File: config.mk
export PLATFORM = sky130hd
export DESIGN_NAME = knn_cell
export DESIGN_NICKNAME = d
export VERILOG_FILES = /design/src/hdl/knn_pkg.sv /design/src/hdl/knn_cell.sv
export SDC_FILE = /design/constraint.sdc
export NUM_CORES = 1
export LEC_CHECK = 0
export BUFFER_PORTS_ARGS = -buffer_cell sky130_fd_sc_hd__buf_2
export CAP_MARGIN = 40
export CELL_PAD_IN_SITES_DETAIL_PLACEMENT = 0
export CELL_PAD_IN_SITES_GLOBAL_PLACEMENT = 1
export CORE_ASPECT_RATIO = 0.7
export CORE_MARGIN = 4
export CORE_UTILIZATION = 30
export CTS_BUF_LIST = sky130_fd_sc_hd__clkbuf_2
export DETAILED_ROUTE_END_ITERATION = 10
export HOLD_SLACK_MARGIN = 0.02
export PLACE_DENSITY_LB_ADDON = 0.1
export SETUP_SLACK_MARGIN = 0.2
export SYNTH_ARGS = -nofsm -noshare
export SYNTH_HDL_FRONTEND = slang
export SYNTH_SLANG_ARGS = --single-unit
export TNS_END_PERCENT = 1
File: constraint.sdc
create_clock -name clock -period 5.85 [get_ports clock]
set_input_delay 1.755 -clock clock [delete_from_list [all_inputs] [get_ports clock]]
set_output_delay 1.755 -clock clock [all_outputs]
set_load 0.005 [all_outputs]
File: src/hdl/knn_pkg.sv
package knn_pkg;

   localparam int COORD_W = 10;
   localparam int DIST_W  = 11;
   localparam int INDEX_W = 8;

   typedef enum logic [1:0] {
      OP_CLEAR  = 2'd0,
      OP_APPEND = 2'd1,
      OP_QUERY  = 2'd2
   } op_type;

   typedef enum logic [2:0] {
      ST_IDLE,
      ST_CENTER,
      ST_SCAN,
      ST_DRAIN,
      ST_EMIT
   } state_type;

   typedef struct packed {
      logic [COORD_W-1:0] row;
      logic [COORD_W-1:0] col;
   } point_type;

   // control broadcast to every cell of the rank chain
   typedef struct packed {
      logic clear;
      logic insert;
      logic shift;
   } cell_ctrl_type;

   function automatic logic [COORD_W-1:0] abs_diff(input logic [COORD_W-1:0] a,
                                                   input logic [COORD_W-1:0] b);
      logic [COORD_W-1:0] r;
      r = (a > b) ? (a - b) : (b - a);
      return r;
   endfunction

endpackage

File: src/hdl/knn_cell.sv
module knn_cell #(
   parameter int IndexWidth = 8
) (
   input  logic                         clock,
   input  logic                         reset,
   input  knn_pkg::cell_ctrl_type       ctrl,
   input  logic [knn_pkg::DIST_W-1:0]   cand_dist,
   input  logic [IndexWidth-1:0]        cand_idx,
   input  knn_pkg::point_type           cand_point,
   input  logic                         prev_hit,
   input  logic                         left_valid,
   input  logic [knn_pkg::DIST_W-1:0]   left_dist,
   input  logic [IndexWidth-1:0]        left_idx,
   input  knn_pkg::point_type           left_point,
   input  logic                         right_valid,
   input  logic [knn_pkg::DIST_W-1:0]   right_dist,
   input  logic [IndexWidth-1:0]        right_idx,
   input  knn_pkg::point_type           right_point,
   output logic                         hit,
   output logic                         valid,
   output logic [knn_pkg::DIST_W-1:0]   slot_dist,
   output logic [IndexWidth-1:0]        idx,
   output knn_pkg::point_type           point
);
   import knn_pkg::*;

   logic                  valid_ff, valid_in;
   logic [DIST_W-1:0]     dist_ff, dist_in;
   logic [IndexWidth-1:0] idx_ff, idx_in;
   point_type             point_ff, point_in;

   // candidate belongs here or earlier: empty slot or strictly closer
   assign hit = !valid_ff || (cand_dist < dist_ff);

   always_comb begin
      valid_in = valid_ff;
      dist_in  = dist_ff;
      idx_in   = idx_ff;
      point_in = point_ff;
      priority if (ctrl.clear) begin
         valid_in = 1'b0;
      end else if (ctrl.insert) begin
         if (prev_hit) begin
            // candidate lands above, move down by one rank
            valid_in = left_valid;
            dist_in  = left_dist;
            idx_in   = left_idx;
            point_in = left_point;
         end else if (hit) begin
            valid_in = 1'b1;
            dist_in  = cand_dist;
            idx_in   = cand_idx;
            point_in = cand_point;
         end
      end else if (ctrl.shift) begin
         valid_in = right_valid;
         dist_in  = right_dist;
         idx_in   = right_idx;
         point_in = right_point;
      end
   end

   always_ff @(posedge clock) begin
      if (reset) begin
         valid_ff <= 1'b0;
      end else begin
         valid_ff <= valid_in;
      end
      dist_ff  <= dist_in;
      idx_ff   <= idx_in;
      point_ff <= point_in;
   end

   assign valid     = valid_ff;
   assign slot_dist = dist_ff;
   assign idx       = idx_ff;
   assign point     = point_ff;

endmodule

After elaboration in Yosys (flattened, before gate mapping)
Index checks and enable logic that the tools add are counted.
Word-level totals
  bits in registers: 40
  word-level logic and storage cells: 30
Cells by class
  $lt $le $gt $ge: 1
  equality and inequality tests: 1
  mux-type cells: 16
  bitwise operators: 1
  reductions and logical operators: 6
Operators by type and width (number)
  $mux W20: 4
  $mux W11: 4
  $mux W8: 4
  $lt A11 B11 Y1: 1
  $mux W1: 4
  $ne A3 B1 Y1 const B: 1
  $reduce_and A3 Y1: 1
  $reduce_and A2 Y1: 1
  $reduce_bool A2 Y1: 1
  $reduce_or A2 Y1: 1
  $logic_not A1 Y1: 1
  $logic_or A1 B1 Y1: 1
  $not A1 Y1: 1

Depth between registers and ports, before layout
  depth in word-level cells: 5
  gate-level depth with buffers: 6

Worst setup path after synthesis
Ideal clock, no wire load.
  path type: input port to flip-flop
  start: input port cand_dist[2] in the netlist's numbering
  end: register idx_ff[0], in the netlist idx[0] (enable)
  setup time: 0.432 ns
  arrival time: 4.234 ns
  data required time: 5.418 ns
  slack: 1.184 ns
  cell stages on the path: 5
  path buffers: 0
  cells stage by stage: ha_1 a21oi_2 o21ai_1 a221o_1 a211oi_2
Between the ends
  word-level cells in the longest chain between the ends: 4
RTL lines
  start, declared: RTL line knn_cell.sv:7  | input logic [knn_pkg::DIST_W-1:0] cand_dist,
  $lt A11 B11 Y1: RTL line knn_cell.sv:33  | assign hit = !valid_ff || (cand_dist < dist_ff);
  $logic_or A1 B1 Y1: RTL line knn_cell.sv:33
  $ne A3 B1 Y1 (no source line)
  $reduce_and A3 Y1 (no source line)
  end signal, assigned: RTL line knn_cell.sv:70  | idx_ff <= idx_in;
  end, declared: RTL line knn_cell.sv:29  | logic [IndexWidth-1:0] idx_ff, idx_in;
No other way between the ends.
A chain may end at the register's enable or synchronous reset.

Worst setup path after layout
  start: input port cand_dist[2] in the netlist's numbering
  end: output port hit
Between the ends
  word-level cells in the longest chain between the ends: 2
RTL lines
  $lt A11 B11 Y1: RTL line knn_cell.sv:33
  $logic_or A1 B1 Y1: RTL line knn_cell.sv:33
  end, declared: RTL line knn_cell.sv:19  | output logic hit,
No other way between the ends.

==> reports/metrics.yaml <==
outcome: "complete, no violations"
start_util_pct: 31.4
ys.flop_type: "edfxtp_1"
crit_chain: "buf_2, ha_1, a21oi_2, o21ai_1, a221o_1, nand2_1, buf_2"
dp_hpwl_microns: 5130
final_hold_viol_count: 0
synthMuxAreaShare_pct: 17.3
synth-simple-area-share_pct: 8.98
grt_setup_unrepaired: "false"
diodes: 0
yosysTopAreaCell: "edfxtp_1"
routed_via_density: 4.43
synth-compound-area-share_pct: 11.5
slew_violations: 0
dp_cells: 469
clock-sinks: 40
cts_hold_buf: 0
clockBufferDepth: 2
finalSetupViolations: 0
io_pins: 166
synth_common_cells: "a21oi_1, nor2_1, edfxtp_1, mux2i_1"
die_h_microns: 81.7
hold_slack_ns: 0.797
holdCritPathClass: "reg -> reg"
syn_area_sq_mm: 0.00233
fillers: 739
synth-xor-area-share_pct: 0
syn_nets: 351
antenna_found_initial: 1
ant_nets: 0
stdcell_count: 477
power_density_mw_per_mm2: 200
area_growth_syn_to_layout_pct: 41.8
drc_errors: 0
yosysTopAreaCellShare_pct: 50.3
die-area_sq_mm: 0.00925
worstPathRequired_ns: 4.09
place.gp.congestion: 0.753
avgSynthCellArea_sq_um: 10.8
path_clk_slew_ns: 0.21
seq_area_frac_synth_pct: 51.2
final.setup_skew_ns: 0.0134
path_class: "in -> out"
drt_first_pass_iters: 4
r2r_setup_slack_ns: 3.61
path_max_fanout: 2
slowest_delay_ns: 0.37
ys_warn_count: 0
wl_per_cell_microns: 13.4
fin_crit_ns: 4.71
leakage_nw: 1.63
cts_inserted_buffers: 5
vias: 2111
row_count: 26
period_share_pct: 80.5
layout.nets: 513
ir_worst_vdd_uv: 78.0
worst-path-buf-inv: 2
synth-edff-count: 39
cpMaxStageDelayCell: "a221o_1"
io_buffers: 165
cts_tree: "yes"
layout-drive-gt1-share_pct: 47.2
ys_seq_elements: 40
ys_async_sr_fraction_pct: 0
synthCells: 216
cap_violations: 0
synthTopCellsByArea: "edfxtp_1, mux2i_1, a21oi_1"
grt_overflow_total: 0
fin_area_sq_mm: 0.00330
synthAdderAreaFrac_pct: 5.38
cts_setup_buffers: 0
insertion_delay_ns: 0.39
worstMarginPinSlew_ns: 0.669
chipWidth_microns: 113
first_global_vias: 1986
htreeDepth: 2
max_freq_mhz: 212
core_area_sq_mm: 0.00742
cts_resized: 0
setup_tns_ns: 0
drtIter0Drc: 55
synth_top_family_by_area: "multiplexers"
yosysMostFrequentCell: "a21oi_1"
cp_top_family: "compound AO/OA/AOI/OAI gates"
drt_wl_total_microns: 6410
endpoint_kind: "output pin"
dpl_cell_area_sq_mm: 0.00324
slew-limit-headroom_pct: 55.4
grt_usage_pct: 13.7
grt_pass1_wl_microns: 9870
grt_max_degree: 47
cts_root_buffer: "clkbuf_2"
yosysUniqueCellTypes: 23
crit_top_cell: "buf_2"
worstSetupStartpointType: "primary input"
crit_arrival_ns: 2.95
final timing paths:
| check | startpoint | end | cells past startpoint |
|---|---|---|---|
| max reg2reg | slot_dist[6] | idx[0] | 8 |
| max | cand_dist[2] | hit | 7 |
| min reg2reg | valid | valid | 3 |
| min | valid | valid | 3 |
final cells by class:
class	count	area [sq um]	area share, %
tap	98	123	3.71
clock inverter	3	37.5	1.14
clock buffer	5	25.0	0.758
timing repair buffer	169	876	26.5
inverter	10	37.5	1.14
sequential	40	1190	36.1
multi-input combinational	152	1010	30.6
cell families after synthesis:
group / after synthesis
buffers and inverters: 24
adder cells (fa/ha/maj): 10
flip-flops: 40
AO/OA/AOI/OAI: 50
multiplexers: 40
AND/OR/NAND/NOR: 52
per-stage QoR:
stage,power (mW),setup WS [ns],util (%)
finish,0.659,1.14,44.5
global placement,0.503,1.14,43.5
floorplan,0.428,1.18,-
detailed placement,0.506,1.12,43.7
CTS,0.672,1.12,44.5
global route,0.707,1.01,44.5
cell usage in the layout, fill, tap and decap left out, types with 2 or more instances in the layout:
cell,count
nand2_1,6
inv_1,10
buf_4,2
nor3_1,2
clkinv_1,2
edfxtp_1,39
ha_1,10
buf_2,165
clkbuf_2,5
a21oi_1,43
o21ai_0,2
mux2i_1,39
nor2_1,41
worst register-to-register path, delay by kind of cell (launching register included):
kind	cells	cell delay, ns
buffers and inverters	3	0.47
flip-flops	1	0.43
adder cells (fa/ha/maj)	1	0.24
AO/OA/AOI/OAI	4	0.82
sequential cells by signal, indices dropped and copies added (netlist names):
| register | cells |
|---|---|
| idx | 8 |
| point | 20 |
| slot_dist | 11 |
| valid | 1 |
where the power goes:
| part | switching (mW) | internal, mW |
|---|---|---|
| logic | 0.0720 | 0.0774 |
| registers | 0.00550 | 0.340 |
| clock network | 0.0942 | 0.0697 |
layer usage:
| metal | track usage (%) | wire, microns |
|---|---|---|
| met2 | 22.0 | 2920 |
| met5 | 0 | 13 |
| met3 | 6.26 | 780 |
| met4 | 3.96 | 56 |
| met1 | 16.7 | 2640 |
Note: power is estimated with default switching activity, not from simulation.
